$ cat src/rtl/clrle_pkg.sv
`timescale 1ns / 1ps

package clrle_pkg;

    typedef struct packed {
        logic [3:0] code_length;
        logic       table_end;
    } t_in_item;

    typedef struct packed {
        logic [4:0] symbol;
        logic [6:0] extra_value;
        logic [2:0] extra_width;
        logic       last_of_run;
        logic       table_done;
    } t_out_item;

    typedef struct packed {
        logic [7:0] run_count;
        logic [4:0] previous_length;
        logic [7:0] run_max;
        logic [2:0] run_min;
    } t_run_state;

    localparam logic [3:0] MAX_CODE_LENGTH = 4'd15;
    localparam logic [4:0] NO_LENGTH       = 5'd16;

    localparam logic [4:0] SYM_REPEAT      = 5'd16;
    localparam logic [4:0] SYM_ZEROS_SHORT = 5'd17;
    localparam logic [4:0] SYM_ZEROS_LONG  = 5'd18;

    localparam logic [2:0] EW_REPEAT       = 3'd2;
    localparam logic [2:0] EW_ZEROS_SHORT  = 3'd3;
    localparam logic [2:0] EW_ZEROS_LONG   = 3'd7;

    localparam logic [7:0] RUN_MAX_ZERO    = 8'd138;
    localparam logic [7:0] RUN_MAX_REPEAT  = 8'd6;
    localparam logic [7:0] RUN_MAX_OTHER   = 8'd7;
    localparam logic [2:0] RUN_MIN_SHORT   = 3'd3;
    localparam logic [2:0] RUN_MIN_OTHER   = 3'd4;

    localparam logic [7:0] REPEAT_BASE     = 8'd3;
    localparam logic [7:0] SHORT_ZERO_MAX  = 8'd10;
    localparam logic [7:0] LONG_ZERO_BASE  = 8'd11;

    localparam t_run_state RUN_STATE_RESET = '{
        run_count:       8'd0,
        previous_length: NO_LENGTH,
        run_max:         RUN_MAX_OTHER,
        run_min:         RUN_MIN_OTHER
    };

    function automatic t_out_item make_result(
        input logic [4:0] symbol,
        input logic [6:0] extra_value,
        input logic [2:0] extra_width
    );
        t_out_item r;
        r.symbol      = symbol;
        r.extra_value = extra_value;
        r.extra_width = extra_width;
        r.last_of_run = 1'b0;
        r.table_done  = 1'b0;
        return r;
    endfunction

endpackage

$ cat src/rtl/clrle_advance.sv
`timescale 1ns / 1ps

module clrle_advance (
    input  clrle_pkg::t_run_state            i_state,
    input  logic [3:0]                       i_cur,
    input  logic [3:0]                       i_next,
    input  logic                             i_guard,
    output clrle_pkg::t_run_state            o_state,
    output clrle_pkg::t_out_item [2:0]       o_res,
    output logic [1:0]                       o_count
);
    import clrle_pkg::*;

    logic [7:0] cnt;
    logic [7:0] cnt_rep;
    logic [7:0] sub_rep;
    logic [7:0] sub_short;
    logic [7:0] sub_long;
    logic [4:0] cur_ext;
    logic       extend;
    logic [1:0] idx;

    always_comb begin
        cnt       = i_state.run_count + 8'd1;
        cur_ext   = {1'b0, i_cur};
        extend    = !i_guard && (cnt < i_state.run_max) && (i_cur == i_next);
        cnt_rep   = cnt;
        idx       = 2'd0;
        sub_short = cnt - REPEAT_BASE;
        sub_long  = cnt - LONG_ZERO_BASE;
        o_state   = i_state;
        o_res     = '0;
        o_count   = 2'd0;

        if (cur_ext != i_state.previous_length) begin
            cnt_rep = cnt - 8'd1;
            idx     = 2'd1;
        end
        sub_rep = cnt_rep - REPEAT_BASE;

        if (extend) begin
            o_state.run_count = cnt;
        end else begin
            if (cnt < {5'd0, i_state.run_min}) begin
                // short run goes out as plain literals
                for (int k = 0; k < 3; k++) begin
                    o_res[k] = make_result(cur_ext, 7'd0, 3'd0);
                end
                o_count = cnt[1:0];
            end else if (i_cur != 4'd0) begin
                // literal first unless it repeats the last one sent
                o_res[0] = make_result(cur_ext, 7'd0, 3'd0);
                o_res[idx] = make_result(SYM_REPEAT,
                    (cnt_rep >= REPEAT_BASE) ? {5'd0, sub_rep[1:0]} : 7'd0, EW_REPEAT);
                o_count = idx + 2'd1;
            end else if (cnt <= SHORT_ZERO_MAX) begin
                o_res[0] = make_result(SYM_ZEROS_SHORT,
                    (cnt >= REPEAT_BASE) ? {4'd0, sub_short[2:0]} : 7'd0, EW_ZEROS_SHORT);
                o_count = 2'd1;
            end else begin
                o_res[0] = make_result(SYM_ZEROS_LONG, sub_long[6:0], EW_ZEROS_LONG);
                o_count = 2'd1;
            end

            o_state.run_count       = 8'd0;
            o_state.previous_length = cur_ext;
            if (i_guard) begin
                o_state.run_max = RUN_MAX_OTHER;
                o_state.run_min = RUN_MIN_OTHER;
            end else if (i_next == 4'd0) begin
                o_state.run_max = RUN_MAX_ZERO;
                o_state.run_min = RUN_MIN_SHORT;
            end else if (i_cur == i_next) begin
                o_state.run_max = RUN_MAX_REPEAT;
                o_state.run_min = RUN_MIN_SHORT;
            end else begin
                o_state.run_max = RUN_MAX_OTHER;
                o_state.run_min = RUN_MIN_OTHER;
            end
        end
    end

endmodule

$ cat src/rtl/clrle_step.sv
`timescale 1ns / 1ps

module clrle_step (
    input  logic                             i_have_pending,
    input  logic [3:0]                       i_pending_length,
    input  clrle_pkg::t_run_state            i_state,
    input  clrle_pkg::t_in_item              i_item,
    output logic                             o_have_pending,
    output logic [3:0]                       o_pending_length,
    output clrle_pkg::t_run_state            o_state,
    output clrle_pkg::t_out_item [5:0]       o_list,
    output logic [2:0]                       o_count
);
    import clrle_pkg::*;

    logic [3:0]       len;
    t_run_state       adv1_state;
    t_out_item [2:0]  adv1_res;
    logic [1:0]       adv1_count;
    t_run_state       mid_state;
    t_run_state       adv2_state;
    t_out_item [2:0]  adv2_res;
    logic [1:0]       adv2_count;
    logic [1:0]       n1;
    logic [1:0]       n2;
    logic [2:0]       kk;
    logic [2:0]       j;
    logic [2:0]       last_idx;

    assign len = (i_item.code_length > MAX_CODE_LENGTH) ? MAX_CODE_LENGTH : i_item.code_length;

    // held length against the new one
    clrle_advance u_adv_held (
        .i_state (i_state),
        .i_cur   (i_pending_length),
        .i_next  (len),
        .i_guard (1'b0),
        .o_state (adv1_state),
        .o_res   (adv1_res),
        .o_count (adv1_count)
    );

    // flush of the new length at table end
    clrle_advance u_adv_flush (
        .i_state (mid_state),
        .i_cur   (len),
        .i_next  (4'd0),
        .i_guard (1'b1),
        .o_state (adv2_state),
        .o_res   (adv2_res),
        .o_count (adv2_count)
    );

    always_comb begin
        if (i_have_pending) begin
            mid_state = adv1_state;
            n1        = adv1_count;
        end else begin
            mid_state                 = RUN_STATE_RESET;
            mid_state.previous_length = NO_LENGTH;
            mid_state.run_count       = 8'd0;
            if (len == 4'd0) begin
                mid_state.run_max = RUN_MAX_ZERO;
                mid_state.run_min = RUN_MIN_SHORT;
            end else begin
                mid_state.run_max = RUN_MAX_OTHER;
                mid_state.run_min = RUN_MIN_OTHER;
            end
            n1 = 2'd0;
        end
    end

    always_comb begin
        if (i_item.table_end) begin
            n2               = adv2_count;
            o_have_pending   = 1'b0;
            o_pending_length = 4'd0;
            o_state          = RUN_STATE_RESET;
        end else begin
            n2               = 2'd0;
            o_have_pending   = 1'b1;
            o_pending_length = len;
            o_state          = mid_state;
        end
    end

    always_comb begin
        kk       = 3'd0;
        j        = 3'd0;
        o_list   = '0;
        o_count  = {1'b0, n1} + {1'b0, n2};
        last_idx = o_count - 3'd1;
        for (int k = 0; k < 6; k++) begin
            kk = 3'(k);
            j  = kk - {1'b0, n1};
            if (kk < {1'b0, n1}) begin
                o_list[k] = adv1_res[kk[1:0]];
            end else if (j < {1'b0, n2}) begin
                o_list[k] = adv2_res[j[1:0]];
            end
        end
        if (o_count != 3'd0) begin
            o_list[last_idx].last_of_run = 1'b1;
            o_list[last_idx].table_done  = i_item.table_end;
        end
    end

    // flush state is dropped, the table restarts from reset
    logic unused_flush_state;
    assign unused_flush_state = ^adv2_state;

endmodule

$ cat src/rtl/clrle_out_fifo.sv
`timescale 1ns / 1ps

module clrle_out_fifo (
    input  logic                    i_clk,
    input  logic                    i_rst_n,
    input  logic                    i_push,
    input  clrle_pkg::t_out_item    i_push_item,
    output logic                    o_full,
    output logic                    o_valid,
    output clrle_pkg::t_out_item    o_item,
    input  logic                    i_stall
);
    import clrle_pkg::*;

    t_out_item [1:0] r_mem;
    logic            r_wr_ptr;
    logic            r_rd_ptr;
    logic [1:0]      r_count;
    logic            n_wr_ptr;
    logic            n_rd_ptr;
    logic [1:0]      n_count;
    logic            pop;

    assign o_full  = (r_count == 2'd2);
    assign o_valid = (r_count != 2'd0);
    assign o_item  = r_mem[r_rd_ptr];
    assign pop     = o_valid && !i_stall;

    always_comb begin
        n_wr_ptr = r_wr_ptr ^ i_push;
        n_rd_ptr = r_rd_ptr ^ pop;
        n_count  = r_count + {1'b0, i_push} - {1'b0, pop};
    end

    always_ff @(posedge i_clk) begin
        if (!i_rst_n) begin
            r_wr_ptr <= 1'b0;
            r_rd_ptr <= 1'b0;
            r_count  <= 2'd0;
        end else begin
            r_wr_ptr <= n_wr_ptr;
            r_rd_ptr <= n_rd_ptr;
            r_count  <= n_count;
        end
    end

    always_ff @(posedge i_clk) begin
        if (i_push) begin
            r_mem[r_wr_ptr] <= i_push_item;
        end
    end

endmodule

$ cat src/rtl/code_length_run_length_encoder.sv
// the first result of a request is registered in the burst register, then in the output fifo, before it is valid
// throughput: one request a cycle while each causes at most one result and the output fifo is not full
// a request causing several results stalls intake until its last result moves into the output fifo, one a cycle
// reset: synchronous active low, run state returns to its start values, queued results dropped
`timescale 1ns / 1ps

module code_length_run_length_encoder (
    input  logic                    i_clk,
    input  logic                    i_rst_n,
    input  logic                    i_in_valid,
    input  clrle_pkg::t_in_item     i_in_item,
    output logic                    o_in_stall,
    output logic                    o_out_valid,
    output clrle_pkg::t_out_item    o_out_item,
    input  logic                    i_out_stall
);
    import clrle_pkg::*;

    logic             r_have_pending;
    logic [3:0]       r_pending_length;
    t_run_state       r_state;
    t_out_item [5:0]  r_burst;
    logic [2:0]       r_burst_cnt;

    t_out_item [5:0]  n_burst;
    logic [2:0]       n_burst_cnt;

    logic             step_have_pending;
    logic [3:0]       step_pending_length;
    t_run_state       step_state;
    t_out_item [5:0]  step_list;
    logic [2:0]       step_count;

    logic             fifo_full;
    logic             in_ready;
    logic             accept;
    logic             move;

    clrle_step u_step (
        .i_have_pending   (r_have_pending),
        .i_pending_length (r_pending_length),
        .i_state          (r_state),
        .i_item           (i_in_item),
        .o_have_pending   (step_have_pending),
        .o_pending_length (step_pending_length),
        .o_state          (step_state),
        .o_list           (step_list),
        .o_count          (step_count)
    );

    clrle_out_fifo u_out_fifo (
        .i_clk       (i_clk),
        .i_rst_n     (i_rst_n),
        .i_push      (move),
        .i_push_item (r_burst[0]),
        .o_full      (fifo_full),
        .o_valid     (o_out_valid),
        .o_item      (o_out_item),
        .i_stall     (i_out_stall)
    );

    // a new request fits when the burst is empty or empties this cycle
    assign move       = (r_burst_cnt != 3'd0) && !fifo_full;
    assign in_ready   = (r_burst_cnt == 3'd0) || ((r_burst_cnt == 3'd1) && !fifo_full);
    assign o_in_stall = !in_ready;
    assign accept     = i_in_valid && in_ready;

    always_comb begin
        n_burst     = r_burst;
        n_burst_cnt = r_burst_cnt;
        if (accept) begin
            n_burst     = step_list;
            n_burst_cnt = step_count;
        end else if (move) begin
            n_burst     = {t_out_item'('0), r_burst[5:1]};
            n_burst_cnt = r_burst_cnt - 3'd1;
        end
    end

    always_ff @(posedge i_clk) begin
        if (!i_rst_n) begin
            r_have_pending   <= 1'b0;
            r_pending_length <= 4'd0;
            r_state          <= RUN_STATE_RESET;
            r_burst_cnt      <= 3'd0;
        end else begin
            r_burst_cnt <= n_burst_cnt;
            if (accept) begin
                r_have_pending   <= step_have_pending;
                r_pending_length <= step_pending_length;
                r_state          <= step_state;
            end
        end
    end

    always_ff @(posedge i_clk) begin
        r_burst <= n_burst;
    end

endmodule

$ cat config.mk
export PLATFORM = sky130hd
export DESIGN_NAME = code_length_run_length_encoder
export DESIGN_NICKNAME = d
export VERILOG_FILES = /design/src/rtl/clrle_pkg.sv /design/src/rtl/clrle_advance.sv /design/src/rtl/clrle_step.sv /design/src/rtl/clrle_out_fifo.sv /design/src/rtl/code_length_run_length_encoder.sv
export SDC_FILE = /design/constraint.sdc
export NUM_CORES = 1
export LEC_CHECK = 0
export BUFFER_PORTS_ARGS = -buffer_cell sky130_fd_sc_hd__clkbuf_2
export CAP_MARGIN = 20
export CORE_AREA = 2 2 179 128
export CTS_BUF_LIST = sky130_fd_sc_hd__clkbuf_2
export DETAILED_ROUTE_END_ITERATION = 7
export DIE_AREA = 0 0 181 130
export PLACE_DENSITY = 0.78
export RECOVER_POWER = 50
export SETUP_SLACK_MARGIN = 0.3
export SYNTH_ARGS = -nofsm -noshare
export SYNTH_HDL_FRONTEND = slang
export SYNTH_HIERARCHICAL = 1
export SYNTH_SLANG_ARGS = --single-unit
$ cat constraint.sdc
create_clock -name i_clk -period 8 [get_ports i_clk]
set_input_delay 1.6 -clock i_clk [delete_from_list [all_inputs] [get_ports i_clk]]
set_output_delay 1.6 -clock i_clk [all_outputs]
set_load 0.05 [all_outputs]
# Yosys cells after proc, flatten, opt, wreduce, memory -nomap -nowiden
# Index checks and enable logic that the tools add are counted.
# word_totals
reg_bits	172
latchBits	0
mem_bits_rw	0
mem_bits_ro	0
in_bits	9
out_inout_bits	19
elab_cells	218
n_memories	0
# classes
n_addsub	23
mul	0
n_div	0
n_lt_le_gt_ge	36
eq_ne	6
shift	0
n_mux	79
bitwise	2
reduce_logical	22
# op_table
cell	count
two-way mux 17 bit	24
two-way mux 102 bit	3
binary-select mux 17 bit (select 2 bit)	6
bitwise mux 102 bit	2
two-way mux 51 bit	3
bitwise mux 51 bit	2
demux 17 bit (select 3 bit)	2
demux 17 bit (select 2 bit)	2
two-way mux 34 bit	2
two-way mux 24 bit	2
bitwise mux 34 bit	1
greater-or-equal comparator 8 x 2 -> 1 bit (second input constant)	4
two-way mux 14 bit	2
less-than comparator 2 x 3 -> 1 bit (second input constant)	8
two-way mux 8 bit	3
two-way mux 11 bit	2
two-way mux 2 bit	10
less-than comparator 3 x 2 -> 1 bit	6
demux 17 bit (select 1 bit)	1
adder 8 x 1 -> 8 bit (second input constant)	2
less-or-equal comparator 8 x 4 -> 1 bit (second input constant)	2
less-than comparator 8 x 3 -> 1 bit	2
two-way mux 16 bit	1
subtractor 8 x 1 -> 8 bit (second input constant)	2
39 further kinds	74

# Depth between registers and ports, before layout
# Gate-level depths: netlist (run 1).
# depth
word_depth	24
mapped_depth	39
ltp_nobuf	35

# By module
# The synthesis (run 1) kept the hierarchy.
# modules_own_cells
mod	instances	cells_each	area_each_um2	seq_area_each_um2
code_length_run_length_encoder	1	549	5599.1	3703.6
clrle_step	1	469	2947.8	0.0
clrle_advance (u_step.u_adv_held)	1	257	1665.3	0.0
clrle_advance (u_step.u_adv_flush)	1	241	1609.0	0.0
clrle_out_fifo	1	74	1493.9	1101.1

# Worst setup path before layout (run 1)
# OpenSTA, ideal clock, no wires.
# synth_timing
kind	reg-to-reg
from	register r_state[16] in the netlist's numbering
to	register r_burst[68] in the netlist's numbering (data pin)
setup_ps	252
arrival_ps	6877
required_ps	7748
setup_slack_ps	871
path_stages_with_launch	34
n_path_buf	3
period_less_slack_ps	7129
cell_sequence	dfxtp_1 -> buf_2 -> inv_1 -> ha_1 -> inv_1 -> ha_1 -> or3_1 -> o221ai_1 -> nand3b_1 -> a311o_2 -> clkbuf_1 -> nor2_1 -> and2_1 -> buf_4 -> inv_1 -> ha_1 -> inv_1 -> ha_1 -> a21o_1 -> a21oi_1 -> and4_1 -> nor2_1 -> o21a_1 -> and2_1 -> inv_1 -> ha_1 -> ha_1 -> inv_1 -> ha_1 -> ha_1 -> nor4b_1 -> o21ai_0 -> nand2_1 -> nand2_1
# synth_lines
item	line	rtl
start, declared	code_length_run_length_encoder.sv:21	t_run_state r_state;
start signal, assigned	code_length_run_length_encoder.sv:91	r_state <= step_state;
end signal, assigned	code_length_run_length_encoder.sv:97	r_burst <= n_burst;
end, declared	code_length_run_length_encoder.sv:22	t_out_item [5:0] r_burst;

==> impl_metrics.ini, run 1 <==
[run_status]
run_status = finished with violations
violations = capacitance limit, slew limit

[sta]
fmax_mhz = 137
setup_slack_ps = 686
timing.final.crit_share = 0.914
slew_headroom = -0.911
slew_violations = 144
fin_skew_ps = 56.4
finalSetupViolations = 0
period_minus_slack_ps = 7310
rsz0062_at_grt = true
tightestPinTransition_ps = 2870
finalSetupTns_ps = 0
hold_violations = 0

[min_path]
hold_end = r_state[1]
hold_path_class = reg2reg
holdCritStartpoint = r_state[1]
hold_path_depth = 2

[floorplan]
rows = 46
die_height_um = 130
coreArea_um2 = 22100
die_area_um2 = 23500
die_w_um = 181
initial_core_util = 0.595
ioPinCount = 28

[final_layout]
synthToLayoutAreaGrowth_pct = 1.38
drive_gt1_frac = 0.123
utilization = 0.603
finalNetCount = 1581

[worst_setup_path]
reg2regPathDepth = 31
startpoint_type = flop
reg2reg_to = r_burst[68]
crit_path_max_incr_delay_ps = 490
crit_slowest_cell = ha_1
crit_buf_inv = 6
end_kind = flop
crit_family = adder cells
r2r_slack_ps = 690
cp_num_cells = 31
crit_top_cell = ha_1
worstReg2RegStart = r_state[16]
worst-setup-path-type = reg2reg
crit_required_ps = 8730
worstPathMaxFanout = 7
cp.arrival_ps = 8040

[routing]
first_iter_violations = 1454
ant_nets = 0
drc = 0
detail_route.vias_per_cell = 5.94
wl_mm = 35.1
drt-wirelength-per-cell_um = 19.2
vias = 10872
drtPass1Iterations = 6

[grt]
antenna_found_initial = 2
grt_first_pass_wirelength_mm = 55.0
grt_max_degree = 105
grt_usage = 0.302
grt_pass1_vias = 9882
gr-total-overflow = 0

[synth]
ys_warn_count = 6
avgSynthCellArea_um2 = 8.45
synthCells = 1556
synth_area_um2 = 13200

[placement]
hpwl_mm = 23.8
routabilityCongestion = 0.954
io_buffers = 27
pre_cts_slack_ps = 376

[power]
p_leak_nw = 5.48
p_total_mw = 3.85
powerDensity_nw_per_um2 = 288
ir_drop_mv = 0.250

[clock_tree]
cts.reportedPaths.clkPinSlew_ps = 320
clk_latency_ps = 840
cts_tree = yes
cts_buffers = 17
max-clock-path-buffers = 2
cts-root-buf = clkbuf_2
clock_sink_count = 172
htree_num_levels = 4

[run]
maxCapViolations = 3
timing repair:
action                     CTS  global route
buffers inserted             0             2
hold buffers                 0             0
setup endpoints to repair    0            12
gates resized for setup      0            11
worst max-delay path by stage:
stage	from	endpoint
after floorplan	r_state[16]	r_burst[68]
after global placement	i_in_item[2]	r_burst[68]
after detailed placement	r_state[17]	r_burst[68]
after CTS	r_state[17]	r_burst[68]
after global routing	r_state[16]	r_burst[68]
final	r_state[16]	r_burst[68]
power by group:
| group | total [mW] | switching (mW) | leakage (nW) | internal [mW] |
|---|---|---|---|---|
| Combinational | 1.67 | 1.21 | 3.66 | 0.450 |
| Sequential | 1.70 | 0.130 | 1.68 | 1.57 |
| Clock | 0.484 | 0.377 | 0.146 | 0.107 |
| Total | 3.85 | 1.72 | 5.48 | 2.12 |
cell type report:
| type | instances | area (µm²) |
|---|---|---|
| clock inverter | 15 | 160 |
| sequential | 172 | 4810 |
| timing repair buffer | 61 | 385 |
| antenna | 1 | 2.50 |
| tap | 288 | 360 |
| inverter | 72 | 273 |
| fill | 1985 | 8760 |
| clock buffer | 17 | 85.1 |
| multi-input combinational | 1205 | 7260 |
metal layers:
layer / global-route usage / wire [µm]
met3: 0.0843 / 4230
met4: 0.0952 / 856
met5: 0 / 0
met1: 0.449 / 15700
met2: 0.426 / 14300
worst min-delay path, cell delays in order (launching register included):
cell and delay [ps]:
dfxtp_1 380, nand2_1 50, a21boi_1 50
per-stage QoR:
step	cells	area (µm²)	hold slack, ps
5_1_grt	1831	13300	486
3_5_place_dp	1796	13100	436
2_1_floorplan	1608	13400	421
4_1_cts	1828	13300	477
3_3_place_gp	1796	13100	426
6_report	1831	13300	477
sequential cells by signal (all words and copies together), names as in the netlist:
register / cells
r_burst_cnt: 3
u_out_fifo/r_wr_ptr: 1
r_burst: 102
u_out_fifo/r_mem: 34
u_out_fifo/r_count: 2
r_state: 24
u_out_fifo/r_rd_ptr: 1
r_pending_length: 4
r_have_pending: 1
cell usage in the layout (no fill, tap or decap), drive strengths merged, types with 5 or more instances in the layout:
| master | count |
|---|---|
| nor3 | 13 |
| nor4 | 8 |
| nand2 | 397 |
| conb | 56 |
| o21ai | 53 |
| nand4 | 10 |
| nor2b | 14 |
| o21a | 5 |
| nor4b | 6 |
| a31oi | 23 |
| xor2 | 21 |
| clkbuf | 45 |
| a21o | 8 |
| nand3 | 45 |
| nand2b | 16 |
| xnor2 | 22 |
| and3 | 11 |
| mux2 | 38 |
| a22o | 16 |
| or4 | 6 |
| o22ai | 17 |
| and2 | 74 |
| ha | 43 |
| a22oi | 17 |
| mux2i | 46 |
| a32oi | 5 |
| edfxtp | 136 |
| nor2 | 110 |
| a21boi | 29 |
| a211o | 5 |
| a21oi | 29 |
| dfxtp | 36 |
| buf | 33 |
| or2 | 5 |
| inv | 81 |
| or3 | 6 |
| a211oi | 5 |
Power figures use the tool's default switching activity.
==> run 2: changes to the inputs <==
- ABC_AREA: unset -> 1
- CORE_AREA: 2 2 179 128 -> 2 2 177 127
- DIE_AREA: 0 0 181 130 -> 0 0 179 129
==> run 2 against run 1 <==
Effect of this change: the flow still finishes with violations (capacitance limit, slew limit); sequential share of layout area is 0.79 points higher; synthesized area fell by 1.5%; largest power group is now combinational logic; non-clock buffer count is 20 lower; die area decreased by 1.9%; routed wire length is 1.9% lower; critical path depth rose by 8; maximum frequency rose by 6.7%; clock power grew 1%; sequential power rose by 5%; hold slack worse by 3.1 ps; via count rose by 6.6%.
==> impl_metrics.ini, run 2 <==
[run_status]
run_status = finished with violations
violations = capacitance limit, slew limit

[power]
p_leak_nw = 6.39
ir_drop_mv = 0.252
powerDensity_nw_per_um2 = 421

[grt]
grt_max_degree = 83
grt_pass1_vias = 10133
grt_first_pass_wirelength_mm = 54.0
grt_usage = 0.307
gr-total-overflow = 0
antenna_found_initial = 1

[final_layout]
top_register = r_burst
drive_gt1_frac = 0.0797
largest_reg_flops = 102
fin_cells = 2128
layout_common_cells = nand2_1 (735), nor2_1 (210), inv_1 (186)
synthToLayoutAreaGrowth_pct = 0.521
stdcell_area_um2 = 13000
final_common_cell = nand2_1
top_regs = r_burst (102), u_out_fifo/r_mem (34), r_state (24)
fillCellCount = 1995
finalNetCount = 1884

[synth]
synth_area_um2 = 13000
avgSynthCellArea_um2 = 6.97
ys_warn_count = 6
synthCells = 1860

[sta]
slew_headroom = -0.654
tightestPinTransition_ps = 2480
slew_violations = 214
hold_violations = 0
finalSetupTns_ps = 0
timing.final.crit_share = 0.857
hold_slack_ps = 474
finalSetupViolations = 0
period_minus_slack_ps = 6850
rsz0062_at_grt = false
setup_slack_ps = 1150
fmax_mhz = 146
fin_skew_ps = 46.5

[min_path]
hold_path_class = reg2reg

[worst_setup_path]
cp.arrival_ps = 7460
startpoint_type = flop
reg2regPathDepth = 39
crit_buf_inv = 8
worstPathMaxFanout = 13
crit_required_ps = 8610
cp_num_cells = 39
crit_end = r_burst[68]
worstReg2RegStart = r_state[16]
crit_path_max_incr_delay_ps = 610
r2r_slack_ps = 1150
worst-setup-path-type = reg2reg
crit_slowest_cell = dfxtp_1
end_kind = flop
crit_path_start = r_state[16]
crit_top_cell = nand2_1
crit_family = adder cells
reg2reg_to = r_burst[68]

[floorplan]
initial_core_util = 0.607
die_height_um = 129
die_area_um2 = 23100
rows = 45
ioPinCount = 28
coreArea_um2 = 21300
die_w_um = 179

[routing]
first_iter_violations = 1599
wl_mm = 34.5
vias = 11591
detail_route.vias_per_cell = 5.45
drtPass1Iterations = 8
ant_nets = 0
drt-wirelength-per-cell_um = 16.2
drc = 0

[placement]
routabilityCongestion = 0.937
pre_cts_slack_ps = 962
placed_cells = 2094
dpl-instance-area_um2 = 12800
io_buffers = 27
hpwl_mm = 23.9

[run]
maxCapViolations = 4

[clock_tree]
clk_latency_ps = 840
clock_sink_count = 172
post_cts_buffers = 0
cts_buffers = 17
cts_hold_buf = 0
post_cts_resize_count = 0
cts_tree = yes
max-clock-path-buffers = 2
cts.reportedPaths.clkPinSlew_ps = 300
cts-root-buf = clkbuf_2
htree_num_levels = 4
-- run 2: changes by cell type in the layout (fill, tap and decap cells not counted), sizes merged, moves of 20 or more --
cell	previous run	this run
nand2	397	746
inv	81	203
nor2	110	217
and2	74	0
nand3	45	104
mux2i	46	0
o21ai	53	89
a21boi	29	0
o211ai	2	26
a31oi	23	0
mux2	38	17
a21oi	29	49
buf	33	13
-- run 2: worst min path at each step --
stage                      startpoint                   end  slack [ps]  depth (start not counted)
final                      r_burst[7]  u_out_fifo/r_mem[24]         470                          0
after global routing       r_burst[7]  u_out_fifo/r_mem[24]         470                          0
after CTS                  r_burst[7]  u_out_fifo/r_mem[24]         470                          0
after detailed placement  r_burst[13]  u_out_fifo/r_mem[13]         430                          0
after global placement     r_burst[9]  u_out_fifo/r_mem[26]         420                          0
after floorplan            r_burst[0]   u_out_fifo/r_mem[0]         420                          0
-- run 2: area by class of cell --
cell class	instances	area (µm²)	share of cell area
repair buffers	41	256	0.0197
inverters	198	744	0.0572
flip-flops and latches	172	4800	0.369
well taps	282	353	0.0271
multi-input cells	1402	6620	0.508
diodes	2	5.00	0.000384
clock inverters	14	156	0.0120
clock buffers	17	85.1	0.00653
-- run 2: per-stage QoR --
stage / total power, mW / utilization
global placement: 4.84 / 0.599
detailed placement: 4.91 / 0.599
finish: 5.49 / 0.610
floorplan: 4.21 / -
global route: 5.89 / 0.610
CTS: 5.39 / 0.610
-- run 2: power breakdown --
group          switching, mW  internal (mW)  total, mW
Clock                  0.364          0.127      0.491
Combinational           2.34          0.879       3.22
Sequential             0.170           1.60       1.78
Total                   2.88           2.61       5.49
-- run 2: metal layers --
| layer | vias up | track usage | wire length [µm] |
|---|---|---|---|
| li1 | 5715 | - | - |
| met1 | 5258 | 0.448 | 15500 |
| met2 | 561 | 0.432 | 13900 |
| met3 | 57 | 0.0987 | 4220 |
| met4 | 0 | 0.0894 | 873 |
| met5 | - | 0 | 0 |
==> run 3: changes to the inputs <==
- CORE_AREA: 2 2 177 127 -> 2 2 149 107
- DIE_AREA: 0 0 179 129 -> 0 0 151 109
- PLACE_DENSITY: 0.78 -> 0.79
- SYNTH_HIERARCHICAL: 1 -> unset
==> run 3 against run 2 <==
Effect of this change: the flow still finishes with violations (capacitance limit, slew limit); largest cell class is now registers; maximum frequency shrank 3.1%; critical endpoint is now r_burst[45]; critical path type unchanged; die area fell by 29%; clock skew shrank 18 ps; combinational power fell by 65%; critical path depth decreased by 11; non-clock buffer count fell by 5.
==> impl_metrics.ini, run 3 <==
[placement]
io_buffers = 27
hpwl_mm = 16.6
placed_cells = 1287
routabilityCongestion = 1.00
pre_cts_slack_ps = 852

[floorplan]
die_height_um = 109
initial_core_util = 0.607
ioPinCount = 28
die_w_um = 151
rows = 38
coreArea_um2 = 15100
die_area_um2 = 16500

[synth]
yosysSeqAreaShare = 0.489
ys_warn_count = 0
synth.most_common_cell = nand2_1
synthCells = 1084
async_reset_ff_frac = 0
synth_area_um2 = 9170
yosysTopAreaCell = edfxtp_1
ys.flop_type = edfxtp_1
synth-edff-count = 128
synth.cells.most_frequent = nand2_1 (288), edfxtp_1 (128), inv_1 (113)
yosys-top-cells-area = edfxtp_1 (42%), nand2_1 (12%), dfxtp_1 (7.0%)
synth_top_area_frac = 0.419
ys_types = 60
ys_ff_latch = 160
avgSynthCellArea_um2 = 8.46

[grt]
use_met2 = 0.425
grt_util_met1 = 0.430
gr-total-overflow = 0
grt_usage = 0.292
grt_pass1_vias = 6923
grt_use_met3 = 0.0816
grt_max_degree = 92
top_usage_layer = met1
antenna_found_initial = 0
grt_first_pass_wirelength_mm = 36.2

[sta]
finalSetupViolations = 0
tightestPinTransition_ps = 3970
rsz0062_at_grt = false
period_minus_slack_ps = 7070
finalSetupTns_ps = 0
fin_skew_ps = 28.4
setup_slack_ps = 927
fmax_mhz = 141
timing.final.crit_share = 0.884
slew_violations = 221
hold_violations = 0
slew_headroom = -1.65

[power]
p_total_mw = 3.07
p_leak_nw = 4.22
ir_drop_mv = 0.205
powerDensity_nw_per_um2 = 319

[final_layout]
diodes = 0
top_regs = r_burst (96), u_out_fifo.r_mem (32), r_state (20)
synthToLayoutAreaGrowth_pct = 5.16
drive_gt1_frac = 0.120
largest_reg_flops = 96
fin_cells = 1319
fillCellCount = 1299
final_common_cell = nand2_1
layout_common_cells = nand2_1 (288), edfxtp_1 (128), inv_1 (113)
top_register = r_burst
multi_input_area_um2 = 4020
finalNetCount = 1155
ff_latch_area_um2 = 4480

[clock_tree]
post_cts_buffers = 0
cts-root-buf = clkbuf_2
cts_hold_buf = 0
cts_tree = yes
max-clock-path-buffers = 2
clock_sink_count = 160
htree_num_levels = 4
clk_latency_ps = 750
cts.reportedPaths.clkPinSlew_ps = 250
cts_buffers = 17

[min_path]
hold_path_class = reg2reg
hold_path_depth = 0

[routing]
wl_mm = 22.9
first_iter_violations = 1106
drtPass1Iterations = 6
detail_route.vias_per_cell = 5.81
drc = 0
ant_nets = 0
drt-wirelength-per-cell_um = 17.4
vias = 7668

[worst_setup_path]
startpoint_type = flop
crit_slowest_cell = dfxtp_1
end_kind = flop
cp.arrival_ps = 7680
crit_required_ps = 8610
reg2regPathDepth = 28
worst-setup-path-type = reg2reg
crit_top_cell = inv_1
crit_path_max_incr_delay_ps = 690
worstPathMaxFanout = 13

[run]
maxCapViolations = 3

[run_status]
run_status = finished with violations
violations = capacitance limit, slew limit
## run 3: cell count changes in the layout (fill, tap and decap cells not counted), moves of 16 or more
cell	delta
nand2_1	-447
nor2_1	-114
inv_1	-73
conb_1	-50
nand3_1	-40
o21ai_1	-20
o211ai_2	-16
## run 3: where the power goes
group	total, mW	switching, mW	internal (mW)	leakage [nW]
Clock	0.398	0.312	0.0862	0.117
Combinational	1.14	0.855	0.280	2.55
Sequential	1.54	0.115	1.42	1.55
Total	3.07	1.28	1.79	4.22
## run 3: timing repair
item                                    CTS  global route
resized for setup                         0             1
endpoints found under the setup margin    0             1
hold endpoints to repair                  0             0
## run 3: cells by family (layout without fill, tap and decap cells)
logic type	after synthesis	in the layout	synth area share
AO/OA/AOI/OAI	176	176	0.113
XOR/XNOR	11	11	0.0105
adder cells (fa/ha/maj)	40	40	0.0562
buffers and inverters	169	200	0.0742
flip-flops	160	160	0.489
other	1	5	0.000409
AND/OR/NAND/NOR	527	527	0.256
## run 3: layout make-up
class | instances | share of cell area
flip-flops and latches | 160 | 0.465
multi-input cells | 759 | 0.417
inverters | 132 | 0.0520
well taps | 200 | 0.0260
repair buffers | 36 | 0.0195
clock inverters | 15 | 0.0115
clock buffers | 17 | 0.00882
## run 3: layer usage
layer	part of all wire	wire [µm]
met2	0.42	9510
met1	0.46	10600
met4	0.019	443
met5	0	0
met3	0.10	2320
## run 3: path summary, 6_finish.rpt
kind | startpoint | endpoint | slack (ps)
setup / recovery | r_state[16] | r_burst[45] | 930
hold reg to reg | r_burst[14] | u_out_fifo.r_mem[31] | 480
setup reg to reg | r_state[16] | r_burst[45] | 930
hold / removal | r_burst[14] | u_out_fifo.r_mem[31] | 480
## run 3: critical path: cells and delay by family, from the launching register on
family	cells	cell delay, ps
simple gates	9	2110
fa+ha+maj	5	1820
compound gates	7	1320
buf+inv	7	1000
flops	1	690
## run 3: through the flow
stage           util  hold slack, ps  cell area (µm²)
2_1_floorplan      -             420             9190
3_3_place_gp   0.626             423             9460
3_5_place_dp   0.626             437             9460
4_1_cts        0.639             485             9660
5_1_grt        0.638             498             9640
6_report       0.638             476             9640
